--- src/csd_pkg.sv ---
// shared types and constants for the checksummed sentence decoder
// no dependencies; used by csd_step and checksummed_sentence_decoder
package csd_pkg;

  localparam int unsigned MAX_PAYLOAD_DEF = 64;
  localparam int unsigned CNT_W = 7;

  localparam logic [7:0] CH_DOLLAR = 8'h24;
  localparam logic [7:0] CH_STAR   = 8'h2A;
  localparam logic [7:0] CH_LF     = 8'h0A;
  localparam logic [7:0] CH_COMMA  = 8'h2C;
  localparam logic [7:0] CH_NUL    = 8'h00;
  localparam logic [7:0] CH_ZERO   = 8'h30;
  localparam logic [7:0] CH_NINE   = 8'h39;
  localparam logic [7:0] CH_UPA    = 8'h41;
  localparam logic [7:0] CH_UPF    = 8'h46;

  localparam logic [23:0] NAME_CHA = 24'h434841;
  localparam logic [23:0] NAME_ACC = 24'h414343;
  localparam logic [23:0] NAME_SHO = 24'h53484F;
  localparam logic [23:0] NAME_REV = 24'h524556;
  localparam logic [23:0] NAME_RES = 24'h524553;

  typedef enum logic [1:0] {
    PH_WAIT    = 2'd0,
    PH_PAYLOAD = 2'd1,
    PH_CHECK   = 2'd2
  } phase_e;

  typedef enum logic [2:0] {
    EV_NONE  = 3'd0,
    EV_ERROR = 3'd1,
    EV_CHA   = 3'd2,
    EV_ACC   = 3'd3,
    EV_SHO   = 3'd4,
    EV_REV   = 3'd5,
    EV_RES   = 3'd6
  } event_kind_e;

  typedef enum logic [2:0] {
    ERR_START     = 3'd0,
    ERR_LONG      = 3'd1,
    ERR_CHK_LONG  = 3'd2,
    ERR_CHK_SHORT = 3'd3,
    ERR_HEX       = 3'd4,
    ERR_PARSE     = 3'd5
  } error_code_e;

  typedef struct packed {
    phase_e             phase;
    logic [CNT_W-1:0]   char_count;
    logic [7:0]         running_xor;
    logic [23:0]        type_match;
    logic [2:0]         type_len;
    logic [2:0]         field_index;
    logic [2:0][15:0]   field_values;
    logic               digits_ended;
    logic [7:0]         received_check;
    logic               in_field;
    logic               payload_cut;
  } dec_state_t;

  typedef struct packed {
    logic [15:0] value_c;
    logic [15:0] value_b;
    logic [15:0] value_a;
    error_code_e error_code;
    event_kind_e event_kind;
  } dec_result_t;

endpackage

--- src/checksummed_sentence_decoder.sv ---
// top level of the checksummed sentence decoder: input register, sentence state, result register
// depends on csd_pkg and csd_step
//
// usage
// - slave channel takes one received character per word in s_axis_tdata_i
// - master channel gives exactly one result word per character: event kind,
//   error code and three decimal values (event none for characters that end nothing)
// - an accepted word is registered in the input register; its result is then registered
//   in the result register and presented on the master side
// - throughput: one word per cycle while the receiver takes results; the sentence state
//   is updated by a single pass of logic between the input register and the result register
// - reset clears the valid flags of both registers and returns the parser to waiting
//   for a start character; no sentence state survives reset
// - when the receiver stalls, the pending result holds, the input register fills
//   and then s_axis_tready_o drops; no result is lost or repeated
// - MAX_PAYLOAD limits payload characters to MAX_PAYLOAD-1 per sentence
module checksummed_sentence_decoder import csd_pkg::*; #(
  parameter int unsigned MAX_PAYLOAD = MAX_PAYLOAD_DEF
) (
  input  logic        clk_i,
  input  logic        rst_ni,
  input  logic        s_axis_tvalid_i,
  output logic        s_axis_tready_o,
  input  logic [7:0]  s_axis_tdata_i,   // byte_in[7:0]
  output logic        m_axis_tvalid_o,
  input  logic        m_axis_tready_i,
  output logic [55:0] m_axis_tdata_o    // event_kind[2:0], error_code[5:3], value_a[21:6],
                                        // value_b[37:22], value_c[53:38], zero fill
);

  logic        in_valid_q;
  logic [7:0]  in_byte_q;
  logic        out_valid_q;
  dec_result_t out_q;
  dec_state_t  state_q;
  dec_state_t  state_d;
  dec_result_t result_d;
  logic        advance;

  assign advance         = !out_valid_q || m_axis_tready_i;
  assign s_axis_tready_o = !in_valid_q || advance;

  csd_step #(
    .MAX_PAYLOAD(MAX_PAYLOAD)
  ) u_step (
    .state_i (state_q),
    .byte_i  (in_byte_q),
    .state_o (state_d),
    .result_o(result_d)
  );

  always_ff @(posedge clk_i or negedge rst_ni) begin
    if (!rst_ni) begin
      in_valid_q  <= 1'b0;
      out_valid_q <= 1'b0;
      state_q     <= '0;
    end else begin
      if (s_axis_tready_o) begin
        in_valid_q <= s_axis_tvalid_i;
      end
      if (advance) begin
        out_valid_q <= in_valid_q;
      end
      if (in_valid_q && advance) begin
        state_q <= state_d;
      end
    end
  end

  always_ff @(posedge clk_i) begin
    if (s_axis_tready_o && s_axis_tvalid_i) begin
      in_byte_q <= s_axis_tdata_i;
    end
    if (in_valid_q && advance) begin
      out_q <= result_d;
    end
  end

  assign m_axis_tvalid_o = out_valid_q;
  assign m_axis_tdata_o  = {2'b00, out_q};

`ifndef ASSERT_OFF
  a_code_only_on_error: assert property (@(posedge clk_i) disable iff (!rst_ni)
    (out_valid_q && out_q.event_kind != EV_ERROR) |-> out_q.error_code == ERR_START)
    else $error("error code set on a non-error event");

  a_values_only_on_message: assert property (@(posedge clk_i) disable iff (!rst_ni)
    (out_valid_q && (out_q.event_kind == EV_NONE || out_q.event_kind == EV_ERROR)) |->
    (out_q.value_a == 16'd0 && out_q.value_b == 16'd0 && out_q.value_c == 16'd0))
    else $error("values set on an event without a message");

  a_check_count: assert property (@(posedge clk_i) disable iff (!rst_ni)
    (state_q.phase == PH_CHECK) |-> (state_q.char_count <= CNT_W'(2)))
    else $error("checksum digit count overran");

  a_payload_count: assert property (@(posedge clk_i) disable iff (!rst_ni)
    (state_q.phase == PH_PAYLOAD) |-> (state_q.char_count <= CNT_W'(MAX_PAYLOAD)))
    else $error("payload count passed its limit");

  a_result_follows_input: assert property (@(posedge clk_i) disable iff (!rst_ni)
    (in_valid_q && advance) |=> out_valid_q)
    else $error("processed word produced no result");
`endif

endmodule

--- src/csd_step.sv ---
// next-state and result logic for one received character
// depends on csd_pkg
module csd_step import csd_pkg::*; #(
  parameter int unsigned MAX_PAYLOAD = MAX_PAYLOAD_DEF
) (
  input  dec_state_t  state_i,
  input  logic [7:0]  byte_i,
  output dec_state_t  state_o,
  output dec_result_t result_o
);

  always_comb begin
    dec_state_t  nxt;
    dec_result_t res;
    event_kind_e kind;
    logic [1:0]  need;
    logic [15:0] v;
    logic        is_digit;
    logic        is_hex_af;

    nxt       = state_i;
    res       = '0;
    kind      = EV_NONE;
    need      = 2'd0;
    v         = 16'd0;
    is_digit  = (byte_i >= CH_ZERO) && (byte_i <= CH_NINE);
    is_hex_af = (byte_i >= CH_UPA) && (byte_i <= CH_UPF);

    case (state_i.phase)
      PH_PAYLOAD: begin
        if (state_i.char_count >= CNT_W'(MAX_PAYLOAD)) begin
          nxt.phase          = PH_WAIT;
          nxt.char_count     = '0;
          res.event_kind     = EV_ERROR;
          res.error_code     = ERR_LONG;
        end else if (byte_i == CH_LF || byte_i == CH_DOLLAR) begin
          nxt.phase          = PH_WAIT;
          nxt.char_count     = '0;
          res.event_kind     = EV_ERROR;
          res.error_code     = ERR_START;
        end else if (byte_i == CH_STAR) begin
          nxt.phase          = PH_CHECK;
          nxt.char_count     = '0;
        end else begin
          nxt.char_count = state_i.char_count + CNT_W'(1);
          if (!state_i.payload_cut) begin
            if (byte_i == CH_NUL) begin
              nxt.payload_cut = 1'b1;
            end else begin
              nxt.running_xor = state_i.running_xor ^ byte_i;
              if (byte_i == CH_COMMA) begin
                nxt.in_field = 1'b0;
              end else begin
                if (!state_i.in_field) begin
                  nxt.in_field     = 1'b1;
                  nxt.digits_ended = 1'b0;
                  if (state_i.field_index != 3'd7) begin
                    nxt.field_index = state_i.field_index + 3'd1;
                  end
                end
                case (nxt.field_index)
                  3'd1: begin
                    if (state_i.type_len < 3'd3) begin
                      nxt.type_match = {state_i.type_match[15:0], byte_i};
                    end
                    if (state_i.type_len < 3'd4) begin
                      nxt.type_len = state_i.type_len + 3'd1;
                    end
                  end
                  3'd2, 3'd3, 3'd4: begin
                    v = state_i.field_values[2'(nxt.field_index - 3'd2)];
                    if (!nxt.digits_ended && is_digit) begin
                      nxt.field_values[2'(nxt.field_index - 3'd2)] =
                        (v << 3) + (v << 1) + {12'd0, byte_i[3:0]};
                    end else begin
                      nxt.digits_ended = 1'b1;
                    end
                  end
                  default: begin
                  end
                endcase
              end
            end
          end
        end
      end
      PH_CHECK: begin
        if (byte_i == CH_LF) begin
          nxt.phase      = PH_WAIT;
          nxt.char_count = '0;
          if (state_i.char_count < CNT_W'(2)) begin
            res.event_kind = EV_ERROR;
            res.error_code = ERR_CHK_SHORT;
          end else begin
            if (state_i.type_len == 3'd3) begin
              case (state_i.type_match)
                NAME_CHA: begin kind = EV_CHA; need = 2'd1; end
                NAME_ACC: begin kind = EV_ACC; need = 2'd1; end
                NAME_SHO: begin kind = EV_SHO; need = 2'd2; end
                NAME_REV: begin kind = EV_REV; need = 2'd1; end
                NAME_RES: begin kind = EV_RES; need = 2'd3; end
                default:  begin kind = EV_NONE; need = 2'd0; end
              endcase
            end
            if (state_i.running_xor != state_i.received_check || kind == EV_NONE ||
                state_i.field_index != ({1'b0, need} + 3'd1)) begin
              res.event_kind = EV_ERROR;
              res.error_code = ERR_PARSE;
            end else begin
              res.event_kind = kind;
              res.value_a    = state_i.field_values[0];
              res.value_b    = state_i.field_values[1];
              res.value_c    = state_i.field_values[2];
            end
          end
        end else if (state_i.char_count >= CNT_W'(2)) begin
          nxt.phase      = PH_WAIT;
          nxt.char_count = '0;
          res.event_kind = EV_ERROR;
          res.error_code = ERR_CHK_LONG;
        end else if (is_digit) begin
          nxt.received_check = {state_i.received_check[3:0], byte_i[3:0]};
          nxt.char_count     = state_i.char_count + CNT_W'(1);
        end else if (is_hex_af) begin
          nxt.received_check = {state_i.received_check[3:0], byte_i[3:0] + 4'd9};
          nxt.char_count     = state_i.char_count + CNT_W'(1);
        end else begin
          nxt.phase      = PH_WAIT;
          nxt.char_count = '0;
          res.event_kind = EV_ERROR;
          res.error_code = ERR_HEX;
        end
      end
      default: begin
        if (byte_i != CH_DOLLAR) begin
          nxt.phase      = PH_WAIT;
          res.event_kind = EV_ERROR;
          res.error_code = ERR_START;
        end else begin
          nxt       = '0;
          nxt.phase = PH_PAYLOAD;
        end
      end
    endcase

    state_o  = nxt;
    result_o = res;
  end

endmodule
--- config.mk ---
export PLATFORM = sky130hd
export DESIGN_NAME = checksummed_sentence_decoder
export DESIGN_NICKNAME = d
export VERILOG_FILES = /design/src/csd_pkg.sv /design/src/checksummed_sentence_decoder.sv /design/src/csd_step.sv
export SDC_FILE = /design/constraint.sdc
export NUM_CORES = 1
export LEC_CHECK = 0
export BUFFER_PORTS_ARGS = -buffer_cell sky130_fd_sc_hd__buf_2
export CELL_PAD_IN_SITES_DETAIL_PLACEMENT = 1
export CELL_PAD_IN_SITES_GLOBAL_PLACEMENT = 1
export CORE_AREA = 10 10 144 146
export DETAILED_ROUTE_END_ITERATION = 16
export DIE_AREA = 0 0 154 156
export PLACE_DENSITY = 0.93
export SETUP_SLACK_MARGIN = 0.5
export SYNTH_ARGS = -nofsm -noshare
export SYNTH_HDL_FRONTEND = slang
export SYNTH_SLANG_ARGS = --single-unit
export TNS_END_PERCENT = 10
--- constraint.sdc ---
create_clock -name clk_i -period 7.5 [get_ports clk_i]
set_input_delay 0.75 -clock clk_i [delete_from_list [all_inputs] [get_ports clk_i]]
set_output_delay 0.75 -clock clk_i [all_outputs]
set_load 0.03 [all_outputs]
# Yosys cells after proc, flatten, opt, wreduce, memory -nomap -nowiden
# Index checks and enable logic that the tools add are counted.
[totals]
reg_bits = 170
elab_cells = 194
in_bits = 12
[classes]
bitwise = 4
addsub = 8
mux = 82
eq_ne = 40
n_reduce_logical = 28
order_cmp = 11
[ops]
columns = ["operator", "n"]
rows = [
  ["$mux W87", 5],
  ["$pmux W87 S2", 1],
  ["$eq A24 B23 Y1 const B", 5],
  ["$mux W104", 1],
  ["$mux W79", 1],
  ["$mux W49", 1],
  ["$bwmux W48", 1],
  ["$mux W3", 16],
  ["$mux W48", 1],
  ["$mux W6", 6],
  ["$mux W9", 4],
  ["$reduce_and A11 Y1", 3],
  ["$bmux W16 S2", 1],
  ["$demux W16 S2", 1],
  ["$mux W8", 4],
  ["$mux W27", 1],
  ["$eq A8 B6 Y1 const B", 3],
  ["$mux W24", 1],
  ["$ne A2 B2 Y1 const B", 12],
  ["$mux W2", 11],
  ["$mux W7", 3],
  ["$pmux W9 S2", 1],
  ["$add A16 B16 Y16", 1],
  ["$add A16 B4 Y16", 1],
  ["52 further kinds", 88],
]

# Depth between registers and ports, before layout
# Gate-level depths: netlist of the first run.
[logic_depth]
depth_word = 25
ltp_mapped = 20
depth_no_buf = 17

# Cells and area by module
# A second synthesis of the first run with hierarchy kept.
[unflattened]
hier_cells = 965
hier_area_um2 = 10398.7
[by_module_without_submodules]
columns = ["module", "n_inst", "cells_each", "area_per_inst_um2", "seq_area_each_um2"]
rows = [
  ["checksummed_sentence_decoder", 1, 297, 6020.8, 4564.4],
  ["csd_step", 1, 668, 4377.9, 0.0],
]

# Worst setup path after synthesis of the first run
# OpenSTA, ideal clock, no wires.
[synth_timing]
path_kind = "reg2reg"
from = "register state_q[59] in the netlist's numbering"
to = "register state_q[42] in the netlist's numbering"
slack_ns = 3.366
required_time_ns = 7.370
stages_incl_launch_ff = 20
synth_period_minus_slack_ns = 4.134
path_buffers = 2
t_arrival_ns = 4.004
path_cell_list = "dfrtp_1 > ha_1 > clkbuf_1 > a21oi_1 > xnor2_2 > and2_0 > clkbuf_1 > nand2_1 > o21ai_0 > inv_1 > fa_1 > inv_1 > ha_1 > a21oi_1 > o22ai_1 > a31oi_1 > o21ai_0 > a31o_2 > xnor2_1 > o21ai_0"
[synth_via]
elab_chain_len = 25
[synth_lines]
columns = ["element", "line", "rtl"]
rows = [
  ["start, declared", "checksummed_sentence_decoder.sv:35", "dec_state_t state_q;"],
  ["start signal, assigned", "checksummed_sentence_decoder.sv:65", "state_q <= state_d;"],
  ["$add A3 B1 Y3 / $ne A3 B3 Y1 (equally long branches)", "csd_step.sv:58, csd_step.sv:57", ""],
  ["$mux W3", "csd_step.sv:57", "if (state_i.field_index != 3'd7) begin"],
  ["$mux W3 *", "csd_step.sv:54", "if (!state_i.in_field) begin"],
  ["$mux W3 *", "csd_step.sv:51", "if (byte_i == CH_COMMA) begin"],
  ["$mux W3 *", "csd_step.sv:47", "if (byte_i == CH_NUL) begin"],
  ["$mux W3 *", "csd_step.sv:46", "if (!state_i.payload_cut) begin"],
  ["$mux W3 *", "csd_step.sv:41", "end else if (byte_i == CH_STAR) begin"],
  ["$mux W3 *", "csd_step.sv:36", "end else if (byte_i == CH_LF || byte_i == CH_DOLLAR) begin"],
  ["[... 9 more ...]", "-", ""],
  ["$mux W49", "csd_step.sv:61", "case (nxt.field_index)"],
  ["$mux W79", "csd_step.sv:51", ""],
  ["$mux W87", "csd_step.sv:47", ""],
  ["$mux W87", "csd_step.sv:46", ""],
  ["$mux W87", "csd_step.sv:41", ""],
  ["$mux W87", "csd_step.sv:36", ""],
  ["$mux W87", "csd_step.sv:31", "if (state_i.char_count >= CNT_W'(MAX_PAYLOAD)) begin"],
  ["$pmux W87 S2", "csd_step.sv:29", "case (state_i.phase)"],
]
# Mark *: on every way between the ends. The rest lies on a longest branch, timed or not. The select of a mux whose other input is x is not followed.
# A chain may end at the register's enable or synchronous reset.

# Worst setup path in the final report of the first run
[layout_timing]
from = "register state_q[59] in the netlist's numbering"
to = "register state_q[41] in the netlist's numbering"
# Same word-level chain as after synthesis.

==> impl_metrics.csv, run 1 <==
group,metric,value,unit
place,hpwl,18.1,mm
logic_synthesis,netlist-cell-type-count,67,
route,antenna_left,0,
timing,skew,18.7,ps
floorplanning,initial_utilization,0.502,
route,drt-initial-drc-count,563,
route,route.detailed.drc,0,
grt,grt_overflow_total,0,
clock_network,root_buffer,"clkbuf_16",
worst_setup_path,path_class,"reg -> reg",
worst_setup_path,arrival,6180,ps
cells_and_area,area_growth,12.4,%
clock_network,cts_sinks,170,
clock_network,holdBufCountCts,0,
logic_synthesis,synth_commonest_cells,"nand2_1, dfrtp_1, o21ai_0, edfxtp_1",
cells_and_area,antenna_cells,0,
power_and_ir_drop,clock_power_share,0.421,
logic_synthesis,ys_seq_area_frac,0.510,
power_and_ir_drop,power_density,214,mW/mm2
timing,tightest_slew,1130,ps
floorplanning,die_x,154,um
worst_setup_path,cp-start-kind,"flop",
timing,slew_violations,0,
logic_synthesis,synth_area_leaders,"dfrtp_1, edfxtp_1, nand2_1",
timing,max_freq,169,MHz
job,cap_violations,0,
timing,rsz0062_at_grt,"false",
worst_setup_path,end_kind,"flop",
hold_path,hold_class,"in -> async",
grt,grt_max_degree,63,
logic_synthesis,ys_warn_count,0,
logic_synthesis,synth.most_common_cell,"nand2_1",
clock_network,clock_latency,450,ps
cells_and_area,final_nets,993,
route,wirelength,26.1,mm
worst_setup_path,crit_path_max_fanout,18,
timing,fin_crit_sh,0.787,
clock_network,post_cts_buffers,0,
power_and_ir_drop,internal_power,1.55,mW
timing,setup_viol,0,
logic_synthesis,netlist_area,0.00895,mm2
cells_and_area,final_cell_area,0.0101,mm2
timing,fin_setup_tns,0,ps
floorplanning,core-area,0.0178,mm2
grt,grt_use_total,0.217,
grt,grt_pass1_vias,7583,
route,vias_per_cell,5.94,
timing,fin_crit,5900,ps
logic_synthesis,synth-seq-cells,170,
floorplanning,dieArea,0.0240,mm2
place,routabilityCongestion,0.898,
floorplanning,die_h,156,um
clock_network,cts_tree,"done",
logic_synthesis,synthFlopType,"dfrtp_1",
route,first_pass_iters,4,
clock_network,htreeDepth,4,
clock_network,cts_buffer_depth,2,
grt,antenna_found_initial,0,
route,vias,7032,
power_and_ir_drop,power.share.switching,0.282,
power_and_ir_drop,seqPwrFrac,0.493,
worst_setup_path,cp.required,7780,ps
floorplanning,io_pins,70,
logic_synthesis,synth_top_area_frac,0.302,
logic_synthesis,avgSynthCellArea,10.1,um2
route,wire_per_inst,22.0,um
timing,hold_violations,0,
power_and_ir_drop,p_sw,0.607,mW
clock_network,cts_resized,0,
clock_network,cts_buffers,17,
logic_synthesis,yosys.area.top_type,"dfrtp_1",
floorplanning,rows,49,
logic_synthesis,synth_edf_count,62,
cells_and_area,drive_above_1_share,0.133,
grt,grt_pass1_wl,41.6,mm
logic_synthesis,synth_cells,885,
logic_synthesis,async_flop_share,0.635,
power_and_ir_drop,p_leak,4.36,nW
status,outcome,"finished clean",
power_and_ir_drop,combPwrFrac,0.086,
place,place_area,0.00946,mm2
clock_network,clk_pin_slew,70,ps
place,port_buffers,67,
timing,relSlewSlack,0.235,
power_and_ir_drop,peakVddDrop,0.000173,V
worst_setup_path,rr_worst_depth,18,
## per-layer routing
layer,wire [um],vias to the layer above,GRT usage
li1,-,3201,-
met1,10800,3535,0.263
met2,12900,239,0.363
met3,1480,57,0.0433
met4,865,0,0.102
met5,0,-,0
## power by group through the flow
stage / Combinational, mW / Sequential (mW) / Clock (mW)
floorplan: 0.0925 / 1.10 / 0
global placement: 0.174 / 1.07 / 0
detailed placement: 0.185 / 1.08 / 0
CTS: 0.188 / 1.06 / 0.915
global route: 0.202 / 1.07 / 0.955
finish: 0.185 / 1.06 / 0.909
## cells in the final DEF (no fill, tap or decap), types with 13 or more instances in the layout
cell type / synthesis / routed
a21oi_1: 18 / 18
and2_1: 52 / 52
buf_2: 0 / 66
clkbuf_16: 0 / 17
dfrtp_1: 108 / 108
edfxtp_1: 62 / 62
ha_1: 38 / 38
inv_1: 52 / 51
mux2i_1: 39 / 39
nand2_1: 144 / 144
nand3_1: 22 / 22
nor2_1: 43 / 43
o21ai_0: 69 / 69
o31ai_1: 14 / 14
xnor2_1: 21 / 21
xor2_1: 13 / 13
## cell type report
type	instances	area [um2]
clock buffer	17	425
multi-input combinational	622	4000
timing repair buffer	78	420
inverter	52	195
sequential	170	4560
clock inverter	15	173
fill	1990	7780
tap	229	287
## flip-flops by register name (all words and copies together), names as in the netlist
register         flops
in_byte_q            8
m_axis_tvalid_o      1
m_axis_tdata_o      54
state_q            106
in_valid_q           1
## critical path, cell delays in order, from the launching register on
cell and delay [ps]:
dfrtp_1 590, ha_1 420, a21oi_1 420, xnor2_2 150, buf_4 330, and2_0 790, nand2_1 110, o21ai_0 160
inv_1 100, fa_1 410, inv_1 90, ha_1 280, nor2b_1 170, o21ai_0 300, a21oi_1 210, o31ai_1 520
mux2i_1 280, o2111a_1 260, o21ai_0 130
## logic make-up after synthesis
| kind of cell | synth area share |
|---|---|
| adder cells (fa/ha/maj) | 0.0576 |
| XOR/XNOR | 0.0351 |
| buffers and inverters | 0.0439 |
| other | 0.000419 |
| multiplexers | 0.0461 |
| AND/OR/NAND/NOR | 0.186 |
| flip-flops | 0.510 |
| AO/OA/AOI/OAI | 0.121 |
## path summary, 6_finish.rpt
path,startpoint,end,slack (ps)
min reg2reg,state_q[42],state_q[42],500
max in group asynchronous,rst_ni,state_q[96],5860
max reg2reg,state_q[59],state_q[41],1600
min in group clk_i,s_axis_tdata_i[7],in_byte_q[7],480
max,state_q[59],state_q[41],1600
min,rst_ni,state_q[86],330
## per-stage QoR
step           power [mW]  worst slack [ps]  utilization  hold WS (ps)  cells
2_1_floorplan        1.19              3370            -           442    886
3_3_place_gp         1.25              2200        0.530           456   1151
3_5_place_dp         1.26              1890        0.530           483   1151
4_1_cts              2.16              1680        0.564           353   1183
5_1_grt              2.22              1270        0.564           369   1183
6_report             2.16              1600        0.564           333   1183
(Power assumes the default switching activity.)
==> run 2, diff against run 1 <==
--- a/config.mk
+++ b/config.mk
@@ -8,10 +8,10 @@
 export BUFFER_PORTS_ARGS = -buffer_cell sky130_fd_sc_hd__buf_2
 export CELL_PAD_IN_SITES_DETAIL_PLACEMENT = 1
 export CELL_PAD_IN_SITES_GLOBAL_PLACEMENT = 1
-export CORE_AREA = 10 10 144 146
+export CORE_AREA = 10 10 148 150
 export DETAILED_ROUTE_END_ITERATION = 16
-export DIE_AREA = 0 0 154 156
-export PLACE_DENSITY = 0.93
+export DIE_AREA = 0 0 158 160
+export PLACE_DENSITY = 0.89
 export SETUP_SLACK_MARGIN = 0.5
 export SYNTH_ARGS = -nofsm -noshare
 export SYNTH_HDL_FRONTEND = slang
==> constraint.sdc (replaced) <==
create_clock -name clk_i -period 5.44 [get_ports clk_i]
set_input_delay 0.544 -clock clk_i [delete_from_list [all_inputs] [get_ports clk_i]]
set_output_delay 0.544 -clock clk_i [all_outputs]
set_load 0.03 [all_outputs]
==> impl_metrics.csv, run 2 (same netlist as run 1, synthesis figures left out) <==
group,metric,value,unit
status,outcome,"finished clean",
grt,grt_use_total,0.203,
cells_and_area,antenna_cells,0,
cells_and_area,final_cell_mix,"nand2_1, dfrtp_1, o21ai_0",
place,routabilityCongestion,0.912,
worst_setup_path,path_class,"reg -> reg",
timing,fin_crit,4600,ps
power_and_ir_drop,internal_power,2.14,mW
grt,grt_pass1_wl,40.7,mm
timing,fin_crit_sh,0.845,
cells_and_area,regMostFlops,"state_q",
cells_and_area,drive_above_1_share,0.140,
clock_network,cts_buffers,17,
floorplanning,die_x,158,um
floorplanning,rows,51,
worst_setup_path,cp_num_buf_inv,3,
clock_network,cts_tree,"done",
timing,relSlewSlack,0.244,
power_and_ir_drop,seqPwrFrac,0.490,
clock_network,clock_latency,440,ps
worst_setup_path,rr_startpoint,"state_q[60]",
place,preCtsSetupSlack,518,ps
cells_and_area,final_cell_area,0.0101,mm2
route,wire_per_inst,21.1,um
place,port_buffers,67,
cells_and_area,final_nets,997,
route,vias_per_cell,5.89,
route,first_pass_iters,5,
floorplanning,die_h,160,um
timing,setup_viol,0,
worst_setup_path,crit_path_max_fanout,17,
floorplanning,core-area,0.0191,mm2
route,route.detailed.drc,0,
timing,tightest_slew,1120,ps
place,hpwl,17.6,mm
clock_network,cts_sinks,170,
grt,antenna_found_initial,0,
worst_setup_path,cp-start-kind,"flop",
power_and_ir_drop,combPwrFrac,0.088,
clock_network,holdBufCountCts,0,
worst_setup_path,end_kind,"flop",
worst_setup_path,cp.required,5720,ps
floorplanning,dieArea,0.0253,mm2
timing,skew,11.2,ps
grt,grt_max_degree,63,
power_and_ir_drop,power_density,295,mW/mm2
timing,hold_violations,0,
worst_setup_path,worst_path_max_delay_cell,"dfrtp_2",
cells_and_area,area_growth,13.1,%
power_and_ir_drop,clock_power_share,0.422,
route,antenna_left,0,
timing,max_freq,218,MHz
cells_and_area,fillers,2118,
hold_path,hold_class,"in -> async",
clock_network,cts_buffer_depth,2,
clock_network,htreeDepth,4,
cells_and_area,final_common_cell,"nand2_1",
power_and_ir_drop,p_leak,4.37,nW
floorplanning,io_pins,70,
job,cap_violations,0,
grt,grt_pass1_vias,7551,
clock_network,clk_pin_slew,70,ps
route,vias,7044,
power_and_ir_drop,peakVddDrop,0.000228,V
worst_setup_path,arrival,4880,ps
route,drt-initial-drc-count,517,
grt,grt_overflow_total,0,
clock_network,root_buffer,"clkbuf_16",
route,wirelength,25.2,mm
place,place_area,0.00949,mm2
worst_setup_path,crit_start,"state_q[60]",
timing,setup_slack,843,ps
power_and_ir_drop,power.share.switching,0.282,
worst_setup_path,path_common_cell,"o21ai_0",
worst_setup_path,path_cells,"ha_2 > a21o_1 > a2bb2oi_1 > buf_4 > and2_0 > buf_4 > nand2_1 > o21ai_0 > ha_1 > ha_1 > inv_1 > fa_1 > nor2b_1 > o21ai_0 > a21oi_1 > o31ai_1 > mux2i_1 > o2111a_1 > o21ai_0",
cells_and_area,largest_reg_flops,106,
timing,fin_setup_tns,0,ps
timing,slew_violations,0,
worst_setup_path,critPathMaxStageDelay,490,ps
timing,rsz0062_at_grt,"false",
worst_setup_path,path_delay_family,"compound AO/OA/AOI/OAI gates",
power_and_ir_drop,p_sw,0.841,mW
floorplanning,initial_utilization,0.469,
[run 2: final timing paths]
path                                 to  slack (ps)  depth (start not counted)
hold / removal              state_q[69]         190                          1
hold reg to reg             state_q[42]         480                          2
setup reg to reg            state_q[57]         840                         19
min in group clk_i         in_byte_q[3]         280                          1
setup / recovery            state_q[57]         840                         19
max in group asynchronous   state_q[24]        4130                          2
[run 2: worst register-to-register path, cell delays in order, from the launching register on]
cell and delay (ps):
dfrtp_2 490, ha_2 260, a21o_1 250, a2bb2oi_1 200, buf_4 260, and2_0 210
buf_4 240, nand2_1 80, o21ai_0 110, ha_1 280, ha_1 230, inv_1 90
fa_1 240, nor2b_1 70, o21ai_0 230, a21oi_1 180, o31ai_1 390, mux2i_1 250
o2111a_1 260, o21ai_0 110
[run 2: timing repair]
action	4_1_cts	5_1_grt
setup buffers	0	2
resized for setup	1	3
pin swaps	0	1
setup endpoints to repair	3	12
[run 2: layout make-up]
type,count,area [um2],share of cell area
repair buffers,82,450,0.0445
clock buffers,17,425,0.0420
flip-flops and latches,170,4570,0.451
inverters,52,195,0.0193
well taps,238,298,0.0294
multi-input cells,622,4010,0.396
clock inverters,15,176,0.0174
[run 2: per-layer routing]
layer | global-route usage | wire length [um] | vias to the layer above
li1 | - | - | 3205
met1 | 0.238 | 10300 | 3565
met2 | 0.347 | 13000 | 206
met3 | 0.0379 | 1100 | 68
met4 | 0.0973 | 832 | 0
met5 | 0 | 0 | -
[run 2: power by group through the flow]
stage	combinational [mW]	sequential, mW	clock [mW]
2_1_floorplan	0.128	1.51	0
3_3_place_gp	0.243	1.48	0
3_5_place_dp	0.257	1.49	0
4_1_cts	0.263	1.46	1.27
5_1_grt	0.288	1.47	1.33
6_report	0.262	1.46	1.26
[run 2: per-stage QoR]
stage / hold slack [ps] / total power, mW / util / instances
2_1_floorplan: 248 / 1.64 / - / 886
4_1_cts: 226 / 3.00 / 0.529 / 1194
3_5_place_dp: 474 / 1.74 / 0.497 / 1162
6_report: 191 / 2.98 / 0.531 / 1196
3_3_place_gp: 458 / 1.72 / 0.497 / 1162
5_1_grt: 249 / 3.09 / 0.531 / 1196
